### src/hdl/punr_pkg.sv
// shared types, constants and factorial table for the permutation unrank unit
`default_nettype none

package punr_pkg;

	// field widths
	localparam int RankW = 41;
	localparam int ElemW = 4;
	localparam int LenW  = 4;

	// longest permutation the element field can carry
	localparam int LenLimit      = 15;
	localparam int MaxLenDefault = 15;

	// factorials 0! .. 15!
	localparam int FactN = 16;
	localparam logic [RankW-1:0] FactTable [FactN] = '{
		41'd1, 41'd1, 41'd2, 41'd6, 41'd24, 41'd120, 41'd720, 41'd5040,
		41'd40320, 41'd362880, 41'd3628800, 41'd39916800, 41'd479001600,
		41'd6227020800, 41'd87178291200, 41'd1307674368000
	};

	// sequencer states
	typedef enum logic [1:0] {
		St_Idle,
		St_Check,
		St_Seed,
		St_Digit
	} punr_state_t;

endpackage

`default_nettype wire

### src/hdl/punr_next_free.sv
// lowest free value at or above a starting bit position of the used-marks mask
`default_nettype none

module punr_next_free import punr_pkg::*; #(
	parameter int MARK_W = MaxLenDefault
) (
	input  logic [MARK_W-1:0] free_mask,
	input  logic [ElemW-1:0]  from_idx,
	output logic [ElemW-1:0]  pick
);

	// priority encode from the top down so the lowest match wins, 0 when none
	always_comb begin
		pick = '0;
		for (int i = MARK_W - 1; i >= 0; i--) begin
			if (free_mask[i] && (ElemW'(i) >= from_idx)) begin
				pick = ElemW'(i + 1);
			end
		end
	end

endmodule

`default_nettype wire

### src/hdl/permutation_unrank_unit.sv
// Permutation unrank unit: takes a zero-based lexicographic rank on the slave stream and
// returns the permutation of 1..L of that rank on the master stream, one element per
// request, tlast on the final element, with L the configured length (0 reads as 1, values
// above MAX_LEN read as MAX_LEN). A rank of L! or more gives a single request with element 0,
// tlast and the range-error flag in tuser. One shared 42-bit subtractor does the range check
// and the digit extraction by repeated subtraction of (left-1)!, while a priority encoder
// walks the free values in step with each subtraction, so the subtract loop and any output
// stall set how long a rank takes. A new rank is taken once the last element is in the
// output register, even while that element still waits.
`default_nettype none

module permutation_unrank_unit import punr_pkg::*; #(
	parameter int MAX_LEN = MaxLenDefault
) (
	input  logic        clk,
	input  logic        arst_n,
	// configuration write: perm_length
	input  logic        cfg_valid,
	output logic        cfg_ready,
	input  logic [3:0]  cfg_data,   // [3:0] perm_length
	// rank requests
	input  logic        s_tvalid,
	output logic        s_tready,
	input  logic [47:0] s_tdata,    // [40:0] rank_value, [47:41] zero
	// element requests
	output logic        m_tvalid,
	input  logic        m_tready,
	output logic [7:0]  m_tdata,    // [3:0] element, [7:4] zero
	output logic        m_tlast,    // last
	output logic        m_tuser     // [0] range_error
);

	localparam int EFF_MAX = (MAX_LEN < LenLimit) ? MAX_LEN : LenLimit;
	localparam int MARK_W  = EFF_MAX;

	punr_state_t state_q, state_d;

	logic [LenW-1:0]   perm_length_q;
	logic [LenW-1:0]   eff_len;
	logic [LenW-1:0]   len_q;
	logic [LenW-1:0]   left_q;
	logic [RankW-1:0]  rank_q;
	logic [RankW-1:0]  fact_q;
	logic [RankW-1:0]  fact_sel;
	logic [RankW-1:0]  sub_opnd;
	logic [RankW:0]    diff;
	logic              borrow;
	logic [MARK_W-1:0] used_q;
	logic [MARK_W-1:0] free_mask;
	logic [MARK_W-1:0] mark_bit;
	logic [ElemW-1:0]  cand_q;
	logic [ElemW-1:0]  from_idx;
	logic [ElemW-1:0]  next_pick;
	logic [ElemW-1:0]  elem_q;
	logic              last_q;
	logic              err_q;
	logic              out_valid_q;
	logic              out_free;

	// sequencer strobes
	logic take_rank;
	logic emit_err;
	logic start_elems;
	logic seed;
	logic sub_step;
	logic emit_elem;

	// configuration register
	assign cfg_ready = 1'b1;

	always_ff @(posedge clk or negedge arst_n) begin
		if (!arst_n) begin
			perm_length_q <= LenW'(LenLimit);
		end else if (cfg_valid) begin
			perm_length_q <= cfg_data;
		end
	end

	// length clamp
	always_comb begin
		eff_len = perm_length_q;
		if (eff_len == '0) begin
			eff_len = LenW'(1);
		end
		if (eff_len > LenW'(EFF_MAX)) begin
			eff_len = LenW'(EFF_MAX);
		end
	end

	// shared factorial lookup and subtractor
	assign fact_sel = (state_q == St_Check) ? FactTable[len_q] : FactTable[left_q - LenW'(1)];
	assign sub_opnd = (state_q == St_Check) ? fact_sel : fact_q;
	assign diff     = {1'b0, rank_q} - {1'b0, sub_opnd};
	assign borrow   = diff[RankW];

	// free values below the length
	always_comb begin
		for (int i = 0; i < MARK_W; i++) begin
			free_mask[i] = !used_q[i] && (LenW'(i) < len_q);
			mark_bit[i]  = (cand_q == ElemW'(i + 1));
		end
	end

	assign from_idx = (state_q == St_Seed) ? '0 : cand_q;

	punr_next_free #(
		.MARK_W(MARK_W)
	) u_next_free (
		.free_mask(free_mask),
		.from_idx (from_idx),
		.pick     (next_pick)
	);

	assign out_free = !out_valid_q || m_tready;

	// next state and strobes
	always_comb begin
		state_d     = state_q;
		s_tready    = 1'b0;
		take_rank   = 1'b0;
		emit_err    = 1'b0;
		start_elems = 1'b0;
		seed        = 1'b0;
		sub_step    = 1'b0;
		emit_elem   = 1'b0;
		case (state_q)
			St_Idle: begin
				s_tready = 1'b1;
				if (s_tvalid) begin
					take_rank = 1'b1;
					state_d   = St_Check;
				end
			end
			St_Check: begin
				if (!borrow) begin
					if (out_free) begin
						emit_err = 1'b1;
						state_d  = St_Idle;
					end
				end else begin
					start_elems = 1'b1;
					state_d     = St_Seed;
				end
			end
			St_Seed: begin
				seed    = 1'b1;
				state_d = St_Digit;
			end
			St_Digit: begin
				if (!borrow) begin
					sub_step = 1'b1;
				end else if (out_free) begin
					emit_elem = 1'b1;
					state_d   = (left_q == LenW'(1)) ? St_Idle : St_Seed;
				end
			end
			default: begin
				state_d = St_Idle;
			end
		endcase
	end

	// state register
	always_ff @(posedge clk or negedge arst_n) begin
		if (!arst_n) begin
			state_q <= St_Idle;
		end else begin
			state_q <= state_d;
		end
	end

	// decode datapath
	always_ff @(posedge clk or negedge arst_n) begin
		if (!arst_n) begin
			rank_q <= '0;
			left_q <= '0;
			used_q <= '0;
		end else begin
			if (take_rank) begin
				rank_q <= s_tdata[RankW-1:0];
			end else if (emit_err) begin
				rank_q <= '0;
			end else if (sub_step) begin
				rank_q <= diff[RankW-1:0];
			end
			if (emit_err) begin
				left_q <= '0;
				used_q <= '0;
			end else if (start_elems) begin
				left_q <= len_q;
				used_q <= '0;
			end else if (emit_elem) begin
				left_q <= left_q - LenW'(1);
				used_q <= used_q | mark_bit;
			end
		end
	end

	// per-rank and per-element working registers
	always_ff @(posedge clk) begin
		if (take_rank) begin
			len_q <= eff_len;
		end
		if (seed) begin
			fact_q <= fact_sel;
		end
		if (seed || sub_step) begin
			cand_q <= next_pick;
		end
	end

	// output register
	always_ff @(posedge clk or negedge arst_n) begin
		if (!arst_n) begin
			out_valid_q <= 1'b0;
		end else if (emit_err || emit_elem) begin
			out_valid_q <= 1'b1;
		end else if (m_tready) begin
			out_valid_q <= 1'b0;
		end
	end

	always_ff @(posedge clk) begin
		if (emit_err) begin
			elem_q <= '0;
			last_q <= 1'b1;
			err_q  <= 1'b1;
		end else if (emit_elem) begin
			elem_q <= cand_q;
			last_q <= (left_q == LenW'(1));
			err_q  <= 1'b0;
		end
	end

	assign m_tvalid = out_valid_q;
	assign m_tdata  = {4'b0000, elem_q};
	assign m_tlast  = last_q;
	assign m_tuser  = err_q;

endmodule

`default_nettype wire

### config.mk
export PLATFORM = sky130hd
export DESIGN_NAME = permutation_unrank_unit
export DESIGN_NICKNAME = d
export VERILOG_FILES = /design/src/hdl/punr_pkg.sv /design/src/hdl/punr_next_free.sv /design/src/hdl/permutation_unrank_unit.sv
export SDC_FILE = /design/constraint.sdc
export NUM_CORES = 1
export LEC_CHECK = 0
export ABC_AREA = 1
export BUFFER_PORTS_ARGS = -buffer_cell sky130_fd_sc_hd__clkbuf_2
export CORE_MARGIN = 10
export CORE_UTILIZATION = 50
export DETAILED_ROUTE_END_ITERATION = 16
export PLACE_DENSITY = 0.67
export SLEW_MARGIN = 0
export SYNTH_ARGS = -nofsm -noshare
export SYNTH_HDL_FRONTEND = slang
export SYNTH_SLANG_ARGS = --single-unit
### constraint.sdc
create_clock -name clk -period 8.9 [get_ports clk]
set_clock_uncertainty 0.15 [all_clocks]
set_input_delay 1.335 -clock clk [delete_from_list [all_inputs] [get_ports clk]]
set_output_delay 1.335 -clock clk [all_outputs]
set_load 0.005 [all_outputs]
==> key figures, run 1 <==
Run status
  • Outcome: complete, no violations

Clocking
  • Root Driver: clkbuf_16
  • CTS tree: done
  • # Post-CTS Setup Buffers: 0
  • Clock Tree Buf Depth: 2
  • Hold_buf cts: 0
  • CTS-repair resized insts: 0
  • Num CTS Buffers: 17
  • Worst-skew pair later-pin latency: about 0.43 ns
  • Clock sinks: approximately 110
  • H-tree depth: 4
  • Clock transition at path regs: approximately 0.06 ns

Timing
  • Count of final hold-check violations: 0
  • RSZ-0062 raised after global routing: no
  • Highest clock rate: between 150 and 200 MHz
  • Fin. max-slew vios: 0
  • Worst Max-Slew Pin Slew: 0.927 ns
  • Min Tclk post-route: around 5.9 ns
  • Final setup violation count: 0
  • Slew HR: 0.382
  • Post-route clock period utilization: 0.661
  • Setup TNS: 0 ns

Final layout
  • NumNets Final: about 1500
  • # diodes: 0
  • # fillers: around 1700
  • Area of the multi-input gates: ~0.0052 sq mm
  • Reg area: roughly 0.0030 sq mm
  • Area grow syn2layout: 11.4%
  • Layout cell share with drive strength beyond 1: 0.107

Placed design
  • RePlAce Congestion: between 0.9 and 1
  • DP Wirelength: around 22 mm
  • PortBufs: 57

Logic synthesis
  • Synth unique cells: 55
  • Register area share after synthesis: 0.335
  • Cells after synthesis: 1296
  • Syn Area/Cell: between 6 and 7 sq um
  • Yosys top cell by area: dfrtp_1
  • Fraction of registers with async set/reset: 0.593
  • FF+latch count, synth: between 100 and 150
  • Mapped Area: ~0.009 sq mm
  • Synth top area share: 0.176
  • Ys Warns: 0
  • EDFF count, synth: 40
  • Ys flop type: dfrtp_1
  • Leading cell types by total area after synthesis: dfrtp_1, nand2_1, edfxtp_1, ha_1, nor2_1

Floorplan
  • Die Wd: 154 um
  • Die Y: 154 um
  • Std cell rows: 48
  • Die ar.: roughly 0.024 sq mm
  • Initial Util: 0.515
  • Core ar.: between 0.015 and 0.02 sq mm
  • I/O pin count: 70

Setup path
  • Critical path's slowest cell: ha_1
  • Cell breakdown of the critical path: nor2_2 -> buf_4 -> clkinv_1 -> buf_4 -> nor2_1 -> inv_1 -> nor2_1 -> nor2_1 -> a21boi_0 -> ha_1 -> nand2_1 -> o21ai_0 -> a21oi_2 -> nor2_1 -> nor2_4 -> nand3_4 -> nand2_4 -> nand3_2 -> buf_4 -> inv_2 -> nand2_1 -> nand2_1
  • Max incr delay on CP: approximately 0.46 ns
  • CP dominant cell by count: nor2_1
  • Startpoint types: register
  • WP data arrival: between 6 and 7 ns
  • Worst Path Required: just over 9 ns
  • Crit path capture type: register
  • Crit-path max FO: 42
  • Critical path type: reg2reg

Routing
  • DRT Pass-1 Iters: 6
  • WL/cell: 17.9 um
  • Routed Antenna Nets: 0
  • Via density: roughly 5.5
  • DRT Wirelength: roughly 28 mm
  • Initial DRC count: 695
  • Vias: a little under 9000
  • DR DRC count: 0

Hold path
  • Hold Crit Class: reg2reg

Global routing
  • Largest net degree at the start of global routing: 68
  • Vias in the first global route: between 8000 and 9000
  • Global-route wire length before repair: roughly 45 mm
  • Initial antenna violation count: 0
  • GRT Overall Usage: 0.236
  • Total gr overflow: 0

Job
  • Max cap viols: 0
-- state kept, by name (all words and copies together), names as in the netlist, 2 cells and up --
name and cells:
perm_length_q 4, fact_q 32, state_q 2, left_q 4
cand_q 4, used_q 15, rank_q 41, elem_q 4
len_q 4
-- cell families after synthesis --
group / synth area share
buf+inv: 0.0825
flops: 0.335
mux: 0.00377
fa+ha+maj: 0.0748
other cells: 0.000838
compound gates: 0.157
simple gates: 0.321
xor+xnor: 0.0254
-- per-stage QoR --
step                      utilization  instances  cell area, sq um  worst slack (ns)  hold WS (ns)
after floorplan                     -       1299              8980              5.33         0.293
after global placement          0.537       1547              9350              3.08         0.281
after detailed placement        0.537       1547              9350              3.06         0.292
after CTS                       0.573       1579              9980              3.01         0.305
after global routing            0.573       1579              9980              2.52         0.337
final                           0.573       1579              9980              3.02         0.302
-- placed cells by master (no fill, tap or decap), types with 5 or more instances in the layout --
cell / Yosys / final
edfxtp_1: 40 / 40
buf_4: 5 / 6
a21boi_0: 9 / 9
nand3_1: 49 / 49
xnor2_1: 21 / 21
nor2_2: 7 / 7
nand2_2: 6 / 6
o22ai_1: 8 / 8
nand2_4: 5 / 5
a22oi_1: 11 / 11
inv_1: 122 / 122
a31oi_1: 5 / 5
nand4_1: 11 / 11
xor2_1: 5 / 5
a21o_1: 5 / 5
nor3_1: 22 / 22
nor4_1: 7 / 7
clkbuf_16: 0 / 17
nor2_1: 133 / 133
nand3b_1: 9 / 9
conb_1: 2 / 5
dfrtp_1: 63 / 63
ha_1: 52 / 52
dfxtp_1: 6 / 6
inv_2: 11 / 11
nor2_4: 5 / 5
o21ai_0: 55 / 55
a21oi_1: 88 / 88
o21ai_1: 41 / 41
nand2_1: 414 / 414
clkbuf_2: 0 / 56
-- per-layer routing --
layer | share of wire | GRT usage
met5 | 0 | 0
met4 | 0.030 | 0.0859
met3 | 0.057 | 0.0449
met2 | 0.50 | 0.409
met1 | 0.42 | 0.283
-- area by class of cell --
type | instances | share of cell area
clock buffers | 17 | 0.0426
clock inverters | 15 | 0.0206
inverters | 136 | 0.0511
multi-input cells | 1011 | 0.524
flip-flops and latches | 113 | 0.301
well taps | 225 | 0.0282
repair buffers | 62 | 0.0326
-- worst max-delay path, delay by kind of cell, from the launching register on --
family                   cells  cell delay, ns
AO/OA/AOI/OAI                3            0.77
adder cells (fa/ha/maj)      1            0.46
buffers and inverters        6            2.20
flip-flops                   1            0.42
AND/OR/NAND/NOR             12            1.71
-- worst paths after layout --
kind	from	slack, ns	depth (start not counted)	to
worst max-delay path	state_q[1]	3.02	22	rank_q[36]
worst min-delay path	m_tuser	0.30	2	m_tuser
worst max register to register	state_q[1]	3.02	22	rank_q[36]
worst min register to register	m_tuser	0.30	2	m_tuser
max in group asynchronous	arst_n	7.09	1	left_q[2]
min in group asynchronous	arst_n	0.87	1	rank_q[4]
-- Yosys cell counts (6+ instances only) --
library cell  number
nand3b_1           9
inv_2             11
nand2_1          414
a21boi_0           9
nand3_1           49
nor3_1            22
nand2_2            6
o21ai_0           55
buf_6              7
a22oi_1           11
edfxtp_1          40
o21ai_1           41
a21oi_1           88
ha_1              52
dfrtp_1           63
nor2_1           133
inv_1            122
buf_2              9
clkbuf_1          16
dfxtp_1            6
o22ai_1            8
nand4_1           11
nor2_2             7
xnor2_1           21
nor4_1             7
Power of run 1 is left out: the tool's default activity adds up to more than one toggle a clock period on the data nets, which glitch-free logic cannot reach.
==> inputs of run 2 (changes only) <==
--- a/config.mk
+++ b/config.mk
@@ -5,12 +5,12 @@
 export SDC_FILE = /design/constraint.sdc
 export NUM_CORES = 1
 export LEC_CHECK = 0
-export ABC_AREA = 1
+export ABC_AREA = 0
 export BUFFER_PORTS_ARGS = -buffer_cell sky130_fd_sc_hd__clkbuf_2
 export CORE_MARGIN = 10
 export CORE_UTILIZATION = 50
 export DETAILED_ROUTE_END_ITERATION = 16
-export PLACE_DENSITY = 0.67
+export PLACE_DENSITY = 0.68
 export SLEW_MARGIN = 0
 export SYNTH_ARGS = -nofsm -noshare
 export SYNTH_HDL_FRONTEND = slang
==> constraint.sdc (replaced) <==
create_clock -name clk -period 6.2 [get_ports clk]
set_clock_uncertainty 0.15 [all_clocks]
set_input_delay 0.93 -clock clk [delete_from_list [all_inputs] [get_ports clk]]
set_output_delay 0.93 -clock clk [all_outputs]
set_load 0.005 [all_outputs]
==> run 2 against run 1 <==
Hold slack improved by 0.036 ns; final area fell by 5.1%; first-iteration DRC count fell by 31%; critical path type unchanged; highest routed layer unchanged.
==> key figures, run 2 <==
Setup path
  • Startpoint types: register (unchanged)
  • WP data arrival: 5.35 ns (was 6.03 ns)
  • Worst Path Required: 6.36 ns (was 9.05 ns)
  • Critical path type: reg2reg (unchanged)
  • R2R depth: 15 (was 22)
  • Crit-path max FO: 13 (was 42)
  • R2R Setup Slk: 1.01 ns (was 3.02 ns)
  • CP startpoint: len_q[0] (was state_q[1])
  • Crit path capture type: register (unchanged)
  • Reg2reg start: len_q[0] (was state_q[1])
  • Worst reg2reg endpoint: left_q[3] (was rank_q[36])

Logic synthesis
  • FF+latch count, synth: 113 (unchanged)
  • Cells after synthesis: 984 (was 1296)
  • Most frequent cells after synthesis: nor2_1, a21oi_1, nand2_1, dfrtp_1, ha_1 (was nand2_1, nor2_1, inv_1, a21oi_1, dfrtp_1)
  • Ys Warns: 0 (unchanged)
  • Mapped Area: 0.00844 sq mm (was 0.00896 sq mm)
  • Yosys top cell by area: dfrtp_1 (unchanged)
  • Synth top area share: 0.187 (was 0.176)
  • EDFF count, synth: 40 (unchanged)
  • Fraction of registers with async set/reset: 0.593 (unchanged)
  • Syn Area/Cell: 8.58 sq um (was 6.92 sq um)
  • Leading cell types by total area after synthesis: dfrtp_1, edfxtp_1, ha_1, nor2_1, a21oi_1 (was dfrtp_1, nand2_1, edfxtp_1, ha_1, nor2_1)
  • Ys flop type: dfrtp_1 (unchanged)
  • Synth unique cells: 85 (was 55)
  • Register area share after synthesis: 0.356 (was 0.335)
  • Most frequent cell after synthesis: nor2_1 (was nand2_1)

Hold path
  • Critical hold path startpoint: m_tuser (unchanged)
  • Hold-critical path depth: 2 (unchanged)
  • Hold Crit Class: reg2reg (unchanged)
  • WHS Endpoint: m_tuser (unchanged)

Timing
  • Worst Max-Slew Pin Slew: 0.908 ns (was 0.927 ns)
  • Highest clock rate: 193 MHz (was 170 MHz)
  • Setup TNS: 0 ns (unchanged)
  • Min Tclk post-route: 5.19 ns (was 5.88 ns)
  • Final setup violation count: 0 (unchanged)
  • RSZ-0062 raised after global routing: no (unchanged)
  • Count of final hold-check violations: 0 (unchanged)
  • Slew HR: 0.395 (was 0.382)
  • Final hold slack: 0.338 ns (was 0.302 ns)
  • Post-route clock period utilization: 0.837 (was 0.661)
  • Fin. max-slew vios: 0 (unchanged)

Clocking
  • Hold_buf cts: 0 (unchanged)
  • Clock transition at path regs: 0.06 ns (about the same)
  • CTS tree: done (unchanged)
  • Clock Tree Buf Depth: 2 (unchanged)
  • H-tree depth: 4 (unchanged)
  • Worst-skew pair later-pin latency: 0.43 ns (about the same)
  • CTS-repair resized insts: 0 (unchanged)
  • Clock sinks: 113 (unchanged)
  • # Post-CTS Setup Buffers: 0 (unchanged)
  • Root Driver: clkbuf_16 (unchanged)
  • Num CTS Buffers: 17 (unchanged)

Floorplan
  • Initial Util: 0.509 (was 0.515)
  • Die Wd: 150 um (was 154 um)
  • I/O pin count: 70 (unchanged)
  • Std cell rows: 47 (was 48)
  • Die Y: 150 um (was 154 um)
  • Die ar.: 0.0225 sq mm (was 0.0237 sq mm)
  • Core ar.: 0.0166 sq mm (was 0.0174 sq mm)

Pwr
  • Power per cell area: approximately 700 mW/mm^2
  • Leak Pwr: about 3.9 nW
  • Max VDD drop: roughly 320 uV

Global routing
  • GRT Overall Usage: 0.206 (was 0.236)
  • Total gr overflow: 0 (unchanged)
  • Largest net degree at the start of global routing: 68 (unchanged)
  • Vias in the first global route: 7354 (was 8564)
  • Initial antenna violation count: 0 (unchanged)
  • Global-route wire length before repair: 37.5 mm (was 45.1 mm)

Routing
  • Vias: 7481 (was 8712)
  • DRT Wirelength: 23.0 mm (was 28.2 mm)
  • Initial DRC count: 481 (was 695)
  • Routed Antenna Nets: 0 (unchanged)
  • DRT Pass-1 Iters: 5 (was 6)
  • DR DRC count: 0 (unchanged)
  • WL/cell: 18.5 um (was 17.9 um)
  • Via density: 6.01 (was 5.52)

Final layout
  • Commonest cells after routing, fill and taps aside: nor2_1, a21oi_1, nand2_1, dfrtp_1, clkbuf_2 (was nand2_1, nor2_1, inv_1, a21oi_1, dfrtp_1)
  • NumNets Final: 1122 (was 1451)
  • Largest regs: rank_q: 41 flops, fact_q: 32 flops, used_q: 15 flops (unchanged)
  • Layout cell share with drive strength beyond 1: 0.153 (was 0.107)
  • Max reg flops: 41 (unchanged)
  • # diodes: 0 (unchanged)
  • Area grow syn2layout: 12.2% (was 11.4%)
  • Top reg by flops: rank_q (unchanged)
  • Most common cell after layout, fill and taps aside: nor2_1 (was nand2_1)

Placed design
  • DP Wirelength: 16.5 mm (was 21.6 mm)
  • PortBufs: 57 (unchanged)
  • RePlAce Congestion: 0.906 (was 0.974)

Run status
  • Outcome: complete, no violations (unchanged)

Job
  • Max cap viols: 0 (unchanged)
run 2: cell count changes in the layout (fill, tap and decap cells not counted), sizes merged, moves of 12 or more:
cell	change
o21ai	-47
nor2b	+12
nand2	-347
nand3	-38
o22ai	+14
a221oi	+27
a211oi	+17
a21oi	+13
inv	-99
run 2: cell type report:
class	count	area, sq um
Clock buffer	24	514
Multi-Input combinational cell	770	5010
Clock inverter	8	123
Tap cell	220	275
Timing Repair Buffer	72	410
Fill cell	1557	7110
Inverter	38	143
Sequential cell	113	3000
run 2: through the flow:
step	instances	cell area, sq um	power (W)	setup WS (ns)	utilization
after floorplan	987	8460	0.00482	2.23	-
after global placement	1213	8840	0.00562	1.12	0.533
after detailed placement	1213	8840	0.00570	1.07	0.533
after CTS	1245	9480	0.00677	1.02	0.571
after global routing	1245	9480	0.00736	0.640	0.571
final	1245	9480	0.00678	1.01	0.571
run 2: cells by family (layout without fill, tap and decap cells):
group,after synthesis,count (layout),share of synthesized area
simple gates,337,337,0.184
compound gates,330,330,0.277
flops,113,113,0.356
buf+inv,104,142,0.0538
fa+ha+maj,53,53,0.0794
xor+xnor,37,37,0.0384
mux,8,8,0.0107
other cells,2,5,0.000889
run 2: worst max-delay path by stage:
stage	end	slack [ns]	depth (start not counted)
after floorplan	left_q[3]	2.23	17
after global placement	left_q[3]	1.12	15
after detailed placement	left_q[3]	1.07	15
after CTS	left_q[3]	1.02	15
after global routing	left_q[3]	0.64	16
final	left_q[3]	1.01	15
run 2: report_power, final:
part | leakage (nW) | total (W) | switching [W] | internal [W]
clock | 0.314 | 0.00105 | 0.000353 | 0.000700
combinational | 2.42 | 0.00424 | 0.00255 | 0.00169
sequential | 1.19 | 0.00149 | 0.000265 | 0.00122
run 2: worst max-delay path: stages (launching register included):
cell	delay [ns]
edfxtp_1	0.62
inv_1	0.23
ha_1	0.42
a21oi_1	0.09
a211oi_1	0.35
o21bai_1	0.23
ha_1	0.37
a21oi_1	0.27
o41ai_2	0.11
a31o_2	0.24
a31oi_4	0.28
o21ai_4	0.15
a31oi_2	0.61
nand2_1	0.30
nand3b_1	0.29
mux2_2	0.36
run 2: metal layers:
layer,GRT usage,share of wire,vias up
met5,0,0,-
met4,0.0671,0.016,0
met3,0.0441,0.057,28
met2,0.339,0.48,208
met1,0.262,0.45,3577
li1,-,-,3668
No activity file was read; power rests on OpenSTA's default activity.
